[src/hdl/conv_pkg.sv]
// Shared types, constants and register codes for the 3x3 convolution block.
`default_nettype none
package conv_pkg;

    localparam int PIXEL_BITS   = 8;
    localparam int COEFF_BITS   = 7;
    localparam int KERNEL_SIZE  = 3;
    localparam int KERNEL_TAPS  = KERNEL_SIZE * KERNEL_SIZE;
    // pixel times signed coefficient, nine terms summed
    localparam int SUM_BITS     = PIXEL_BITS + COEFF_BITS + 4;
    localparam int DIV_BITS     = 8;
    localparam int MAX_WIDTH_DEF = 1024;
    localparam int HEIGHT_LIMIT = 1024;

    localparam int DIM_BITS     = 11;
    localparam int MAXV_BITS    = 8;
    localparam int OFFSET_BITS  = 9;
    localparam int KERNEL_BITS  = KERNEL_TAPS * COEFF_BITS;

    localparam int APB_ADDR_BITS = 6;
    localparam int APB_DATA_BITS = 64;

    localparam logic [DIM_BITS-1:0]    WIDTH_RST   = DIM_BITS'(1024);
    localparam logic [DIM_BITS-1:0]    HEIGHT_RST  = DIM_BITS'(1024);
    localparam logic [MAXV_BITS-1:0]   MAXV_RST    = MAXV_BITS'(255);
    localparam logic [DIV_BITS-1:0]    DIVISOR_RST = DIV_BITS'(1);
    localparam logic [OFFSET_BITS-1:0] OFFSET_RST  = '0;
    localparam logic [KERNEL_BITS-1:0] KERNEL_RST  = KERNEL_BITS'(1) << (4 * COEFF_BITS);

    typedef enum logic [2:0] {
        REG_WIDTH   = 3'd0,
        REG_HEIGHT  = 3'd1,
        REG_MAXV    = 3'd2,
        REG_DIVISOR = 3'd3,
        REG_OFFSET  = 3'd4,
        REG_KERNEL  = 3'd5
    } conv_reg_t;

    typedef enum logic [2:0] {
        ST_IDLE,
        ST_SHIFT,
        ST_SUM,
        ST_DIV,
        ST_DONE
    } conv_state_t;

    typedef struct packed {
        logic                  drain;
        logic [PIXEL_BITS-1:0] pixel;
    } conv_in_t;

    typedef struct packed {
        logic                  last;
        logic [PIXEL_BITS-1:0] result;
    } conv_out_t;

    // controls that every cell of the window chain sees
    typedef struct packed {
        logic                   shift;
        logic                   clear;
        logic [KERNEL_SIZE-1:0] row_en;
    } conv_cell_ctl_t;

endpackage
`default_nettype wire

[src/hdl/conv_div.sv]
// Radix-2 restoring divider, signed dividend, unsigned divisor, truncating quotient.
`default_nettype none
module conv_div (
    input  wire logic                                  aclk,
    input  wire logic                                  aresetn,
    input  wire logic                                  start,
    input  wire logic signed [conv_pkg::SUM_BITS-1:0]  dividend,
    input  wire logic [conv_pkg::DIV_BITS-1:0]         divisor,
    output      logic                                  busy,
    output      logic signed [conv_pkg::SUM_BITS:0]    quotient
);

    localparam int N  = conv_pkg::SUM_BITS;
    localparam int DB = conv_pkg::DIV_BITS;
    localparam int CW = $clog2(N + 1);

    logic          busy_reg, busy_next;
    logic [CW-1:0] cnt_reg, cnt_next;
    logic [N-1:0]  quo_reg, quo_next;
    logic [DB-1:0] rem_reg, rem_next;
    logic          neg_reg, neg_next;
    logic [DB:0]   shifted;
    logic [DB+1:0] diff;
    logic          ge;

    always_comb begin
        shifted = {rem_reg, quo_reg[N-1]};
        diff    = {1'b0, shifted} - {2'b0, divisor};
        ge      = !diff[DB+1];
        busy_next = busy_reg;
        cnt_next  = cnt_reg;
        quo_next  = quo_reg;
        rem_next  = rem_reg;
        neg_next  = neg_reg;
        if (start) begin
            busy_next = 1'b1;
            cnt_next  = CW'(N);
            rem_next  = '0;
            neg_next  = dividend[N-1];
            quo_next  = dividend[N-1] ? N'(-dividend) : N'(dividend);
        end else if (busy_reg) begin
            rem_next = ge ? diff[DB-1:0] : shifted[DB-1:0];
            quo_next = {quo_reg[N-2:0], ge};
            cnt_next = cnt_reg - CW'(1);
            if (cnt_reg == CW'(1)) begin
                busy_next = 1'b0;
            end
        end
    end

    always_ff @(posedge aclk) begin
        if (!aresetn) begin
            busy_reg <= 1'b0;
            cnt_reg  <= '0;
        end else begin
            busy_reg <= busy_next;
            cnt_reg  <= cnt_next;
        end
        quo_reg <= quo_next;
        rem_reg <= rem_next;
        neg_reg <= neg_next;
    end

    assign busy     = busy_reg;
    assign quotient = neg_reg ? -$signed({1'b0, quo_reg}) : $signed({1'b0, quo_reg});

endmodule
`default_nettype wire
[config.mk]
export PLATFORM = sky130hd
export DESIGN_NAME = conv_div
export DESIGN_NICKNAME = d
export VERILOG_FILES = /design/src/hdl/conv_pkg.sv /design/src/hdl/conv_div.sv
export SDC_FILE = /design/constraint.sdc
export NUM_CORES = 1
export LEC_CHECK = 0
export BUFFER_PORTS_ARGS = -buffer_cell sky130_fd_sc_hd__buf_2
export CAP_MARGIN = 0
export CORE_UTILIZATION = 56
export CTS_CLUSTER_SIZE = 10
export DETAILED_ROUTE_END_ITERATION = 8
export PLACE_DENSITY = 0.85
export SLEW_MARGIN = 5
export SYNTH_ARGS = -nofsm -noshare
export SYNTH_HDL_FRONTEND = slang
export SYNTH_SLANG_ARGS = --single-unit
[constraint.sdc]
create_clock -name aclk -period 2.7 [get_ports aclk]
set_input_delay 0.27 -clock aclk [delete_from_list [all_inputs] [get_ports aclk]]
set_output_delay 0.27 -clock aclk [all_outputs]
set_load 0.05 [all_outputs]
== Yosys cells after proc, flatten, opt, wreduce, memory -nomap -nowiden ==
Cells that the tools add are included.
Word-level totals
  bits in registers: 34
  input bits: 30
  output and inout port bits: 21
  word-level logic and storage cells: 25
Operators by class
  $add $sub $neg: 4
  equal/unequal tests: 1
  multiplexer cells: 10
  bitwise gates (word level): 1
  reduce and logical (&&, ||, !) cells: 3
Operators by type and width (count)
  two-way mux 19 bit: 3
  two-way mux 20 bit: 1
  negation 19 -> 20 bit: 1
  negation 19 bit: 1
  two-way mux 5 bit: 2
  subtractor 9 x 8 -> 10 bit: 1
  two-way mux 8 bit: 1
  == test 5 x 1 -> 1 bit (second input constant): 1
  subtractor 5 x 1 -> 5 bit (second input constant): 1
  two-way mux 1 bit: 3
  nonzero test 2 bit: 1
  OR reduction 2 bit: 1
  logical NOT 1 bit: 1
  NOT 1 bit: 1

== Logic depth before layout (Yosys ltp) ==
  depth after elaboration: 4
  gate-level depth with buffers: 8
  mapped depth without buffers: 8

== Worst setup path before layout ==
OpenSTA, ideal clock, no wires.
  path type: register -> output
  start point: register quo_reg[10]
  end point: output quotient[17] (netlist bit)
  data arrival time: 2131 ps
  required time: 2430 ps
  slack: 299 ps
  cell stages (with the launch flop): 6
  path buffers: 0
  cells stage by stage: edfxtp_1 > or4_1 > nor4_1 > nand3_1 > o31ai_1 > xnor2_1
Between the ends
  cells in the longest elaborated chain, start to end: 2
RTL lines
  from (decl): RTL line conv_div.sv:19  | logic [N-1:0] quo_reg, quo_next;
  from (signal assigned): RTL line conv_div.sv:59  | quo_reg <= quo_next;
  negation 19 -> 20 bit: RTL line conv_div.sv:65  | assign quotient = neg_reg ? -$signed({1'b0, quo_reg}) : $signed({1'b0, quo_reg});
  two-way mux 20 bit: RTL line conv_div.sv:65
  to (decl): RTL line conv_div.sv:10  | output logic signed [conv_pkg::SUM_BITS:0] quotient
No other way between the ends.

== Final worst setup path ==
  start point: register quo_reg[6]
  end point: output quotient[14] (netlist bit)
The elaborated chain is that of the path after synthesis.

==> key figures <==
Outcome
  – Status: finished clean

STA
  – Final period utilization: between 90% and 100%
  – Peak Freq: about 390 MHz
  – Final clock skew: 0.00700 ns
  – Slew Viols, Final: 0
  – Slew @ Worst Pin: around 0.76 ns
  – Setup TNS: 0 ns
  – Worst hold margin: 0.240 ns
  – Post-layout min period: between 2 and 3 ns
  – Final Setup Violations: 0
  – Relative slew margins: around 49%
  – Final hold vios: 0

Critical path
  – Setup crit start kind: flip-flop
  – Slowest cell on the critical path: o41ai_1
  – CP endpoint kind: output pin
  – Crit path largest cell delay: ~0.47 ns
  – Worst path top cell family by delay: simple AND/OR/NAND/NOR gates
  – Critical path launch point: quo_reg[6]
  – Worst EP arrival: ~2.3 ns
  – Critical-path maximum fanout: 5
  – Reg2reg start: quo_reg[18]
  – CP cell instances: nor4_2 -> nand3_1 -> o41ai_1 -> xnor2_1 -> buf_2
  – WP data required: about 2.4 ns
  – Setup CP Type: flip-flop to output pin
  – Bufs and invs on worst path: 1

Drt
  – Wire per inst: about 13 um
  – Via-to-Cell Ratio: 5.76
  – Remaining DRCs: 0
  – Vias: roughly 2200
  – DR pass1 iterations: 4
  – DRT iter0 DRCs: 119
  – Routed wire length: ~5200 um
  – Final antenna-violating net count: 0

Floorplanning
  – Die width: a little under 70 um
  – Die Ht: between 60 and 70 um
  – # IOs: 51
  – Area of the die: ~0.0048 mm^2
  – Core footprint: roughly 0.0044 mm^2
  – Core Rows: 24
  – Starting Density: about three fifths

Clocking
  – CTS Sinks: 34
  – Clk slew on worst S/H paths: around 0.070 ns
  – CTS tree: built
  – TritonCTS Buffers: 5
  – Root Driver: clkbuf_8
  – Clock Path Buffers: 2
  – Hold_buf cts: 0
  – Clk Latency, worst-skew pair: between 0.2 and 0.3 ns
  – H-tree depth: 2
  – Number of post-CTS setup repair buffers: 0

Pwr
  – Worst vdd ir: around 0.22 mV
  – Lkg Pwr: between 1 and 1.5 nW
  – Pwr/cell area: 527 mW/mm^2

Cells and area
  – Fin util: about two thirds
  – Layout Cells excl Fill: 388
  – Flip-flop and latch area: roughly 880 um^2
  – Layout Nets: about 380
  – Area of the multi-input gates: 0.00158 mm^2
  – Share of cells above drive strength 1: a little over a fifth
  – Final instance area: 0.00294 mm^2
  – Area Overhead vs Synth: 14.8%
  – Fill cell count: approximately 370
  – Max FFs per register: 19
  – ANT cells: 0

Global routing
  – Vias in the first global route: between 1500 and 2000
  – Gr ovfl total: 0
  – Initial antenna violation count: 0
  – First-pass GRT wire length: a little under 9000 um
  – Total track usage: between 20% and 30%
  – Pin count of the biggest net entering global routing: 47

Synthesis
  – YS warnings: 0
  – Syn Std Cell Area: approximately 0.0026 mm^2
  – Seq cells post-synth: 34
  – Post-synth ARST share: 0%
  – Prevailing post-synth register cell: edfxtp_1
  – Synth Instances: 289
  – Post-synth EDFFs: 20
  – Avg Inst Size Synth: between 8 and 9 um^2
  – Synthesized net count: approximately 330
  – Seq/Total Area, Yosys: 34.4%
  – Synth unique cells: 49

Flow run
  – MaxCap Viol Count: 0

Placed design
  – Dpl hpwl: between 3000 and 4000 um
  – Placed cells: 380
  – GP Congestion: between 0.8 and 0.9
  – Placed cell areas: roughly 0.0028 mm^2
  – Port-buffer cells: 50

Min path
  – Type of the worst min-delay path: input pin to flip-flop
  – HP Start: aresetn
[cells in the final DEF, fill, tap and decap left out, drive strengths merged, types with 2 or more instances in the layout]
master  netlist  layout
o21ai        18      18
a32o          2       2
nand2b        8       8
nor4          4       4
clkbuf        9       6
or4           4       4
xnor2        21      21
a21oi        26      26
nand3         4       4
o21a          3       3
a31oi         2       2
nand2        19      19
nor2b         3       3
xor2         19      19
nor3          2       2
mux2i         3       3
or3           6       6
edfxtp       20      20
ha           12      12
o41ai         6       6
inv          20      20
clkinv        0       2
a32oi         3       3
dfxtp        14      14
nor2         29      29
buf           3      51
o31ai        13      13
[per-layer routing]
layer  part of all wire [%]  vias to the layer above  GRT usage [%]
met5                      0                        -              0
met4                    1.8                        0           10.2
met3                    3.9                       10           4.36
met2                     50                       61           39.4
met1                     44                     1031           26.4
li1                       -                     1133              -
[worst paths after layout]
check            endpoint  slack, ns  cells after the start
max          quotient[14]       0.15                      5
min            cnt_reg[4]       0.24                      2
min reg2reg    rem_reg[7]       0.48                      2
max reg2reg    rem_reg[7]       0.42                      7
[through the flow]
step / worst slack, ns / power, mW
2_1_floorplan: 0.299 / 1.07
3_3_place_gp: 0.306 / 1.19
3_5_place_dp: 0.267 / 1.20
4_1_cts: 0.00478 / 1.55
5_1_grt: -0.0158 / 1.62
6_report: 0.148 / 1.55
[layout make-up]
type / count / area share [%]
inverter: 20 / 2.56
timing repair buffer: 51 / 8.86
clock inverter: 2 / 0.298
sequential: 34 / 30.0
multi-input combinational: 223 / 53.6
clock buffer: 6 / 2.47
tap: 52 / 2.21
[cells by family after synthesis]
| family | count (synthesis) | synth area share, % |
|---|---|---|
| AND/OR/NAND/NOR | 85 | 17.0 |
| AO/OA/AOI/OAI | 82 | 22.2 |
| XOR/XNOR | 40 | 13.7 |
| flip-flops | 34 | 34.4 |
| buffers and inverters | 32 | 4.89 |
| adder cells (fa/ha/maj) | 13 | 6.65 |
| multiplexers | 3 | 1.17 |
[power by group]
part           internal, mW  switching (mW)  total (mW)
logic                 0.168           0.364       0.532
clock network         0.177           0.178       0.355
registers             0.604          0.0591       0.663
total                 0.949           0.601        1.55
[synthesized netlist by cell type (2+ instances only)]
master    instances  area (um^2)
a31oi_1           2         12.5
nand2_1          19         71.3
edfxtp_1         20          601
nand2b_1          8         50.1
o31ai_2           2         25.0
xnor2_1          21          184
ha_1             12          150
nor4_1            4         25.0
nor2_1           29          109
o41ai_1           5         43.8
nor3_1            2         10.0
a32oi_1           3         26.3
mux2i_1           3         30.0
or3_1             5         31.3
o21a_1            3         22.5
nand3_1           4         20.0
dfxtp_1          14          280
a21oi_1          26          130
xor2_1           19          166
inv_1            20         75.1
a32o_1            2         20.0
or4_4             3         33.8
nor2b_1           3         18.8
o31ai_1           9         67.6
o21ai_0          18         90.1
o31ai_4           2         42.5
clkbuf_1          9         33.8
[repair_timing]
item | 4_1_cts | 5_1_grt
setup endpoints to repair | 1 | 4
hold endpoints to repair | 0 | 0
resized for setup | 1 | 4
(Power assumes the default switching activity.)
