**src/hdl/conv_pkg.sv**
```systemverilog
// Shared types, constants and register codes for the 3x3 convolution block.
`default_nettype none
package conv_pkg;

    localparam int PIXEL_BITS   = 8;
    localparam int COEFF_BITS   = 7;
    localparam int KERNEL_SIZE  = 3;
    localparam int KERNEL_TAPS  = KERNEL_SIZE * KERNEL_SIZE;
    // pixel times signed coefficient, nine terms summed
    localparam int SUM_BITS     = PIXEL_BITS + COEFF_BITS + 4;
    localparam int DIV_BITS     = 8;
    localparam int MAX_WIDTH_DEF = 1024;
    localparam int HEIGHT_LIMIT = 1024;

    localparam int DIM_BITS     = 11;
    localparam int MAXV_BITS    = 8;
    localparam int OFFSET_BITS  = 9;
    localparam int KERNEL_BITS  = KERNEL_TAPS * COEFF_BITS;

    localparam int APB_ADDR_BITS = 6;
    localparam int APB_DATA_BITS = 64;

    localparam logic [DIM_BITS-1:0]    WIDTH_RST   = DIM_BITS'(1024);
    localparam logic [DIM_BITS-1:0]    HEIGHT_RST  = DIM_BITS'(1024);
    localparam logic [MAXV_BITS-1:0]   MAXV_RST    = MAXV_BITS'(255);
    localparam logic [DIV_BITS-1:0]    DIVISOR_RST = DIV_BITS'(1);
    localparam logic [OFFSET_BITS-1:0] OFFSET_RST  = '0;
    localparam logic [KERNEL_BITS-1:0] KERNEL_RST  = KERNEL_BITS'(1) << (4 * COEFF_BITS);

    typedef enum logic [2:0] {
        REG_WIDTH   = 3'd0,
        REG_HEIGHT  = 3'd1,
        REG_MAXV    = 3'd2,
        REG_DIVISOR = 3'd3,
        REG_OFFSET  = 3'd4,
        REG_KERNEL  = 3'd5
    } conv_reg_t;

    typedef enum logic [2:0] {
        ST_IDLE,
        ST_SHIFT,
        ST_SUM,
        ST_DIV,
        ST_DONE
    } conv_state_t;

    typedef struct packed {
        logic                  drain;
        logic [PIXEL_BITS-1:0] pixel;
    } conv_in_t;

    typedef struct packed {
        logic                  last;
        logic [PIXEL_BITS-1:0] result;
    } conv_out_t;

    // controls that every cell of the window chain sees
    typedef struct packed {
        logic                   shift;
        logic                   clear;
        logic [KERNEL_SIZE-1:0] row_en;
    } conv_cell_ctl_t;

endpackage
`default_nettype wire

```
**src/hdl/conv_cell.sv**
```systemverilog
// One window column: three pixels, their weighted sum and the partial-sum link.
`default_nettype none
module conv_cell (
    input  wire logic                                      aclk,
    input  wire logic                                      aresetn,
    input  wire conv_pkg::conv_cell_ctl_t                  ctl,
    input  wire logic                                      col_en,
    input  wire logic [conv_pkg::KERNEL_SIZE-1:0][conv_pkg::PIXEL_BITS-1:0] pix_in,
    output      logic [conv_pkg::KERNEL_SIZE-1:0][conv_pkg::PIXEL_BITS-1:0] pix_out,
    input  wire logic [conv_pkg::KERNEL_SIZE-1:0][conv_pkg::COEFF_BITS-1:0] coeff,
    input  wire logic signed [conv_pkg::SUM_BITS-1:0]      psum_in,
    output      logic signed [conv_pkg::SUM_BITS-1:0]      psum_out
);

    localparam int PB = conv_pkg::PIXEL_BITS;
    localparam int CB = conv_pkg::COEFF_BITS;
    localparam int SB = conv_pkg::SUM_BITS;
    localparam int KS = conv_pkg::KERNEL_SIZE;

    logic [KS-1:0][PB-1:0] pix_reg, pix_next;
    logic signed [SB-1:0]  psum_reg, psum_next;
    logic signed [PB+CB:0] prod [KS];

    always_comb begin
        pix_next = pix_reg;
        if (ctl.clear) begin
            pix_next = '0;
        end else if (ctl.shift) begin
            pix_next = pix_in;
        end
    end

    always_comb begin
        psum_next = psum_in;
        for (int r = 0; r < KS; r++) begin
            prod[r] = $signed({1'b0, pix_reg[r]}) * $signed(coeff[r]);
            if (col_en && ctl.row_en[r]) begin
                psum_next = psum_next + SB'(prod[r]);
            end
        end
    end

    always_ff @(posedge aclk) begin
        if (!aresetn) begin
            pix_reg <= '0;
        end else begin
            pix_reg <= pix_next;
        end
        psum_reg <= psum_next;
    end

    assign pix_out  = pix_reg;
    assign psum_out = psum_reg;

endmodule
`default_nettype wire

```
**config.mk**
```make
export PLATFORM = sky130hd
export DESIGN_NAME = conv_cell
export DESIGN_NICKNAME = d
export VERILOG_FILES = /design/src/hdl/conv_pkg.sv /design/src/hdl/conv_cell.sv
export SDC_FILE = /design/constraint.sdc
export NUM_CORES = 1
export LEC_CHECK = 0
export ABC_CLOCK_PERIOD_IN_PS = 16000
export BUFFER_PORTS_ARGS = -buffer_cell sky130_fd_sc_hd__buf_2
export CORE_MARGIN = 3
export CORE_UTILIZATION = 40
export DETAILED_ROUTE_END_ITERATION = 8
export GPL_ROUTABILITY_DRIVEN = 0
export SETUP_SLACK_MARGIN = 0.5
export SLEW_MARGIN = 0
export SYNTH_ARGS = -nofsm -noshare
export SYNTH_HDL_FRONTEND = slang
export SYNTH_SLANG_ARGS = --single-unit
```
**constraint.sdc**
```tcl
create_clock -name aclk -period 16 [get_ports aclk]
set_input_delay 3.2 -clock aclk [delete_from_list [all_inputs] [get_ports aclk]]
set_output_delay 3.2 -clock aclk [all_outputs]
set_load 0.01 [all_outputs]
```
* Word-level counts from Yosys, hierarchy flattened *
Index checks and enable logic that the tools add are counted.

operators by class
  reduce and logical (&&, ||, !) cells = 4
  eq/ne operators = 0
  shifts and indexed selects = 0
  bitwise logic cells = 1
  mux-type cells = 3
  div/mod/pow operators = 0
  add/sub/neg operators = 3
  multipliers = 3
  order comparisons = 0

operators with widths
  kind                 count
  $add A19 B16 Y19     3
  $mux W19             3
  $mul A9 B7 Y16       3
  $logic_and A1 B1 Y1  3
  $reduce_or A2 Y1     1
  $not A1 Y1           1

storage, ports and cells
  register bits after elaboration = 43
  word-level logic and storage cells = 18
  bits in read-only memories = 0
  latch bits = 0
  memories = 0
  RAM bits = 0

* Longest topological paths before layout *
Gate-level depths: netlist of run 1.

  depth in word-level cells = 7
  gate-level depth with buffers = 45
  mapped depth without buffers = 45

* Worst setup path before layout of run 1 *
OpenSTA, ideal clock, no wires.

  path kind = input -> register
  from = input coeff[0] (netlist name)
  to = register psum_reg[18] (netlist: psum_out[18])
  cell stages on the path = 40
  setup slack = 3,398 ps
  library setup time = 72 ps
  buffers on the path = 0
  required time = 15,928 ps
  arrival = 12,530 ps
  cells stage by stage = and2_1 -> fa_1 -> inv_1 -> fa_1 -> inv_1 -> fa_1 -> inv_1 -> fa_1 -> inv_1 -> ha_1 -> xnor2_1 -> nor2_1 -> a21oi_1 -> inv_1 -> fa_1 -> fa_1 -> fa_1 -> inv_1 -> [4 not listed] -> nand2b_1 -> nand2_1 -> o21ai_0 -> ha_1 -> inv_1 -> fa_1 -> fa_1 -> fa_1 -> inv_1 -> ha_1 -> nand3_1 -> o211ai_1 -> o41ai_4 -> o211ai_1 -> and3_1 -> nor3_2 -> xnor2_1 -> xnor2_1

between the ends
  cells in the longest elaborated chain, start to end = 7

RTL lines
  what                     line             source
  start: declaration       conv_cell.sv:10  input wire logic [conv_pkg::KERNEL_SIZE-1:0][conv_pkg::COEFF_BITS-1:0] coeff,
  $mul A9 B7 Y16 (*)       conv_cell.sv:36  prod[r] = $signed({1'b0, pix_reg[r]}) * $signed(coeff[r]);
  $add A19 B16 Y19 (*)     conv_cell.sv:38  psum_next = psum_next + SB'(prod[r]);
  $mux W19 (*)             conv_cell.sv:37  if (col_en && ctl.row_en[r]) begin
  $add A19 B16 Y19         conv_cell.sv:38
  $mux W19 (*)             conv_cell.sv:37
  $add A19 B16 Y19         conv_cell.sv:38
  $mux W19 (*)             conv_cell.sv:37
  named net psum_next[18]  conv_cell.sv:21  logic signed [SB-1:0] psum_reg, psum_next;
  end signal: assignment   conv_cell.sv:49  psum_reg <= psum_next;
  end: declaration         conv_cell.sv:21

The timed path passes the listed nets; every way through them passes the cells marked *.
A chain may end at the register's enable or synchronous reset.

* Worst setup path in the final report of run 1 *
Same ends and word-level chain as after synthesis.

==> results of run 1 <==
[stage by stage]
step | hold WS, ns | setup slack (ns) | power [mW]
CTS | 0.641 | 2.85 | 0.860
global route | 0.686 | 2.26 | 0.954
detailed placement | 0.629 | 2.58 | 0.738
finish | 0.635 | 2.90 | 0.847
global placement | 0.630 | 2.74 | 0.732
floorplan | 0.583 | 3.40 | 0.604
[synth_stat cells, drive strengths merged (4+ instances only)]
cell type / count / area share (%)
and2: 103 / 6.8
nand2: 72 / 2.9
nand3: 10 / 0.53
nor2: 62 / 2.5
a21o: 7 / 0.56
dfxtp: 43 / 9.1
o211ai: 4 / 0.32
buf: 7 / 0.30
nor3: 17 / 1.0
xnor2: 34 / 3.2
ha: 144 / 19
mux2i: 29 / 3.1
a31o: 4 / 0.37
xor2: 13 / 1.2
nand2b: 22 / 1.5
clkbuf: 8 / 0.32
nor2b: 9 / 0.62
mux2: 15 / 1.8
o21bai: 4 / 0.32
inv: 224 / 8.9
a211oi: 4 / 0.37
a21oi: 46 / 2.6
o21ai: 29 / 1.6
fa: 134 / 28
[where the power goes]
| part | internal, mW | switching, mW | total [mW] | leakage (nW) |
|---|---|---|---|---|
| Sequential | 0.128 | 0.0102 | 0.138 | 0.356 |
| Clock | 0.0581 | 0.0550 | 0.113 | 0.0669 |
| Combinational | 0.266 | 0.330 | 0.596 | 5.04 |
[cells by family after synthesis]
logic type | Yosys count
AOI/OAI and AO/OA | 114
xor gates and xnor gates | 47
adders and majority gates | 278
buffers and inverters | 239
DFF | 43
muxes | 44
and+or+nand+nor | 307
[worst min-delay path: stages (launching register included)]
cell,delay (ns)
dfxtp_1,0.39
mux2i_1,0.15
nor2_1,0.05
[registers in the layout (all words and copies together) (netlist names)]
signal / flops
pix_out: 24
psum_out: 19
[placed cells by master (no fill, tap or decap), types with 33 or more instances in the layout]
| cell type | count |
|---|---|
| ha_1 | 144 |
| dfxtp_1 | 43 |
| fa_1 | 134 |
| nor2_1 | 62 |
| xnor2_1 | 33 |
| and2_1 | 103 |
| a21oi_1 | 43 |
| nand2_1 | 72 |
| inv_1 | 224 |
| buf_2 | 114 |
[layout make-up]
| class | instances | share of cell area [%] |
|---|---|---|
| Sequential cell | 43 | 8.20 |
| Clock buffer | 6 | 1.23 |
| Timing Repair Buffer | 117 | 5.65 |
| Inverter | 224 | 8.00 |
| Clock inverter | 2 | 0.119 |
| Tap cell | 313 | 3.73 |
| Multi-Input combinational cell | 790 | 73.1 |
[how the worst min path moves through the flow]
stage / slack, ns / endpoint / start / cells past startpoint
global route: 0.69 / pix_out[1] / pix_out[1] / 2
CTS: 0.64 / pix_out[17] / pix_out[17] / 2
finish: 0.64 / pix_out[1] / pix_out[1] / 2
detailed placement: 0.63 / pix_out[17] / pix_out[17] / 2
floorplan: 0.58 / pix_out[16] / pix_out[16] / 2
global placement: 0.63 / pix_out[16] / pix_out[16] / 2
[layer usage]
metal	vias to the layer above	track usage (%)	wire length [um]
li1	3590	-	-
met5	-	0	0
met1	3495	24.2	10100
met2	84	31.7	10500
met4	0	3.22	213
met3	10	1.48	512
==> impl_metrics.csv, run 1 <==
group,metric,value,unit
placed_design,placed_cells,1487,
setup_path,critPathMaxStageDelay,0.54,ns
sta,worst_pin_slew,0.881,ns
global_routing,overflow,0,
setup_path,critPathArrivalTime,13.35,ns
setup_path,r2r_cells,39,
die,die_area,25500,um^2
drt,drc,0,
die,start_util,41.2,%
setup_path,crit_path_top_delay_cell,"fa_1",
cts,cts.clk_slew.worst_paths,0.09,ns
synth,yosysWarnings,0,
pwr,vdd_drop_max,0.0572,mV
setup_path,cp_max_fo,8,
sta,hold_viol,0,
cts,cts_resized,0,
setup_path,crit_start,"coeff[0]",
pwr,p_leak,5.46,nW
setup_path,critPathBufInv,10,
drt,wirelength,21.4,mm
synth,syn-cell-area,9440,um^2
flow_run,cap_violations,0,
drt,ant_nets,0,
setup_path,r2r_start,"pix_out[5]",
sta,finalSetupViolCount,0,
synth,synthArstFlopShare,0,%
drt,drt_iter0_markers,341,
global_routing,grt_pass1_vias,7556,
cells_and_area,layoutNonFillerInstCount,1495,
cells_and_area,final_core_util,45.8,%
setup_path,crit_path_end_kind,"register",
cells_and_area,seq_area,861,um^2
setup_path,critPathMostFrequentCell,"fa_1",
global_routing,antenna_found_initial,0,
sta,drv_slew,0,
synth,synthCells,1072,
die,die_w,160,um
placed_design,io_buffers,114,
cells_and_area,final_area,10500,um^2
setup_path,start_kind,"input port",
setup_path,timing.rr.end,"psum_out[18]",
synth,synthFlopType,"dfxtp_1",
synth,yosysSeqAreaShare,9.12,%
sta,timing.fmax,76.3,MHz
drt,num_vias,7179,
global_routing,grt_pass1_wl,37.8,mm
synth,ys_ff_latch,43,
setup_path,timing.critical_path.max_delay_family,"adder cells",
worst_hold_path,hold_class,"register to register",
sta,rsz0062_at_grt,"no",
synth,synth_mux_area_share,4.91,%
placed_design,hpwlAfterDp,18.0,mm
sta,fin_crit_sh,81.9,%
die,rows,55,
global_routing,grt_max_degree,35,
sta,min_period,13.10,ns
cells_and_area,multiInputGateArea,7680,um^2
setup_path,r2r_setup_slack,5.45,ns
setup_path,setup.worst_path.end,"psum_out[18]",
synth,synth-compound-area-share,7.80,%
cts,clock_latency,0.31,ns
cts,cts_root_buffer,"clkbuf_16",
cells_and_area,area_delta_synth_final,11.3,%
cts,postCtsSetupRepairBufs,0,
cells_and_area,layout-drive-gt1-share,13.2,%
drt,routed_via_density,4.80,
synth,synth_nets,1422,
status,status,"complete, no violations",
drt,routedWlPerCell,14.3,um
cells_and_area,nFillCells,2321,
sta,skew,0.0169,ns
pwr,powerDensity,80.6,nW/um^2
die,pin_count,115,
setup_path,worst-setup-path-type,"input port to register",
cts,htreeDepth,2,
setup_path,crit_required,16.25,ns
synth,yosys.area_share.simple,16.7,%
synth,synth-adder-area-share,47.5,%
synth,synth_top_family_by_area,"adder cells",
cts,clockBufferDepth,2,
synth,synth-edff-count,0,
die,coreArea,22900,um^2
cts,cts_made_buffers,5,
cts,cts_tree,"done",
sta,slew_headroom,41.2,%
synth,avgSynthCellArea,8.80,um^2
setup_path,crit_cells,41,
cells_and_area,nets,1531,
die,die_h,160,um
synth,synth_xor_area_share,4.44,%
cts,hold_buffers,0,
global_routing,grt.total_usage,17.9,%
sta,tns,0,ns
synth,ys_types,54,
drt,firstDrtPassIters,4,
placed_design,place_area,10400,um^2
cts,cts_sinks,43,
cells_and_area,diodes,0,
No activity file was read; power rests on OpenSTA's default activity.
==> inputs of run 2 (changes only) <==
- ABC_CLOCK_PERIOD_IN_PS: 16000 -> 13600
- clock period: 16 -> 13.6 ns (I/O delays scaled with it)
==> run 2 against run 1 <==
  * Worst hold slack improved by 0.0087 ns
  * Largest cell class unchanged
  * Global-route usage decreased by 0.059 points
  * Sequential share of layout area about the same
  * Clock skew increased by 0.0025 ns
  * Core utilization increased by 0.22 points
  * Highest routed layer unchanged
  * Non-clock buffer count increased by 2
==> impl_metrics.csv, run 2 (synthesized netlist as in run 1, its figures left out) <==
group,metric,value,unit
setup_path,start_kind,"input port",
setup_path,worst-setup-path-type,"input port to register",
placed_design,placed_cells,1487,
die,die_w,160,um
setup_path,critPathMaxStageDelay,0.54,ns
global_routing,grt.total_usage,17.9,%
cells_and_area,layout-drive-gt1-share,13.6,%
cells_and_area,largest_register_ff_count,24,
cells_and_area,seq_area,861,um^2
cts,cts_root_buffer,"clkbuf_16",
pwr,clkPwrFrac,15.0,%
setup_path,critPathMostFrequentCell,"fa_1",
cts,cts_made_buffers,5,
cts,clockBufferDepth,2,
setup_path,crit_path_end_kind,"register",
pwr,power.switching,469,uW
drt,num_vias,7285,
global_routing,grt_max_degree,35,
sta,finalSetupViolCount,0,
sta,worst_pin_slew,0.892,ns
cts,cts.clk_slew.worst_paths,0.09,ns
cells_and_area,final_common_cell,"inv_1",
pwr,combPwrFrac,69.1,%
sta,hold_viol,0,
sta,holdWs,0.644,ns
pwr,vdd_drop_max,0.0717,mV
sta,skew,0.0194,ns
setup_path,crit_path_top_delay_cell,"fa_1",
setup_path,crit_required,13.85,ns
cells_and_area,area_delta_synth_final,11.8,%
sta,tns,0,ns
die,coreArea,22900,um^2
drt,wirelength,21.4,mm
cells_and_area,diodes,0,
drt,ant_nets,0,
cts,htreeDepth,2,
sta,min_period,12.49,ns
pwr,p_seq_share,15.9,%
global_routing,overflow,0,
cells_and_area,multiInputGateArea,7680,um^2
cts,cts_sinks,43,
cells_and_area,layoutNonFillerInstCount,1497,
setup_path,r2r_start,"pix_out[5]",
drt,drt_iter0_markers,299,
setup_path,critPathArrivalTime,12.74,ns
drt,drc,0,
cts,cts_tree,"done",
pwr,switching_share,45.9,%
cells_and_area,nets,1533,
cells_and_area,layout_common_cells,"224 x inv_1, 144 x ha_1, 134 x fa_1",
status,status,"complete, no violations",
placed_design,io_buffers,114,
global_routing,antenna_found_initial,0,
die,die_area,25500,um^2
pwr,powerDensity,96.7,nW/um^2
worst_hold_path,hold_start,"pix_out[17]",
placed_design,hpwlAfterDp,18.1,mm
setup_path,cp_max_fo,8,
flow_run,cap_violations,0,
drt,routedWlPerCell,14.3,um
die,start_util,41.2,%
die,die_h,160,um
cts,clock_latency,0.31,ns
cells_and_area,final_core_util,46.1,%
pwr,power.internal,552,uW
worst_hold_path,hold_class,"register to register",
drt,firstDrtPassIters,4,
global_routing,grt_pass1_wl,37.7,mm
sta,timing.fmax,80.1,MHz
die,rows,55,
sta,slew_headroom,40.6,%
setup_path,crit_start,"coeff[0]",
sta,rsz0062_at_grt,"no",
global_routing,grt_pass1_vias,7539,
cts,hold_buffers,0,
die,pin_count,115,
sta,fin_crit_sh,91.8,%
cells_and_area,nFillCells,2306,
pwr,p_leak,5.49,nW
drt,routed_via_density,4.87,
sta,drv_slew,0,
==> run 2: worst max-delay path: cells and delay by family <==
family / cells / cell delay (ns)
simple gates: 7 / 0.89
xor+xnor: 3 / 0.46
buf+inv: 12 / 0.97
fa+ha+maj: 15 / 6.64
compound gates: 6 / 1.04
==> run 2: power by group through the flow <==
stage / sequential [mW] / combinational [mW] / clock (mW)
2_1_floorplan: 0.175 / 0.536 / 0
3_3_place_gp: 0.166 / 0.694 / 0
3_5_place_dp: 0.165 / 0.707 / 0
4_1_cts: 0.163 / 0.713 / 0.158
5_1_grt: 0.166 / 0.818 / 0.162
6_report: 0.162 / 0.705 / 0.153
==> run 2: area by class of cell <==
| type | instances | share of cell area [%] |
|---|---|---|
| timing repair buffer | 119 | 5.76 |
| inverter | 224 | 7.97 |
| clock inverter | 3 | 0.415 |
| multi-input combinational | 790 | 72.8 |
| sequential | 43 | 8.16 |
| tap | 313 | 3.71 |
| clock buffer | 5 | 1.19 |
==> run 2: path summary, 6_finish.rpt <==
check                 end  slack (ns)  cells after the start
max reg2reg  psum_out[18]        3.18                     41
min reg2reg   pix_out[17]        0.64                      2
min           pix_out[17]        0.64                      2
max          psum_out[18]        1.11                     43
==> run 2: through the flow <==
stage	area (um^2)	worst slack, ns	power [mW]
after floorplan	9440	1.48	0.711
after global placement	10400	0.816	0.861
after detailed placement	10400	0.657	0.872
after CTS	10500	0.992	1.03
after global routing	10600	0.507	1.15
final	10600	1.11	1.02
==> run 2: what timing repair did <==
| action | CTS | global route |
|---|---|---|
| endpoints found under the setup margin | 0 | 2 |
| setup buffers | 0 | 2 |
| resized for setup | 0 | 3 |
==> run 2: layer usage <==
layer / track usage (%) / vias up / part of all wire, %
met5: 0 / - / 0
met4: 3.18 / 0 / 0.99
met3: 1.43 / 11 / 2.6
met2: 31.5 / 96 / 50
met1: 24.3 / 3582 / 47
li1: - / 3596 / -
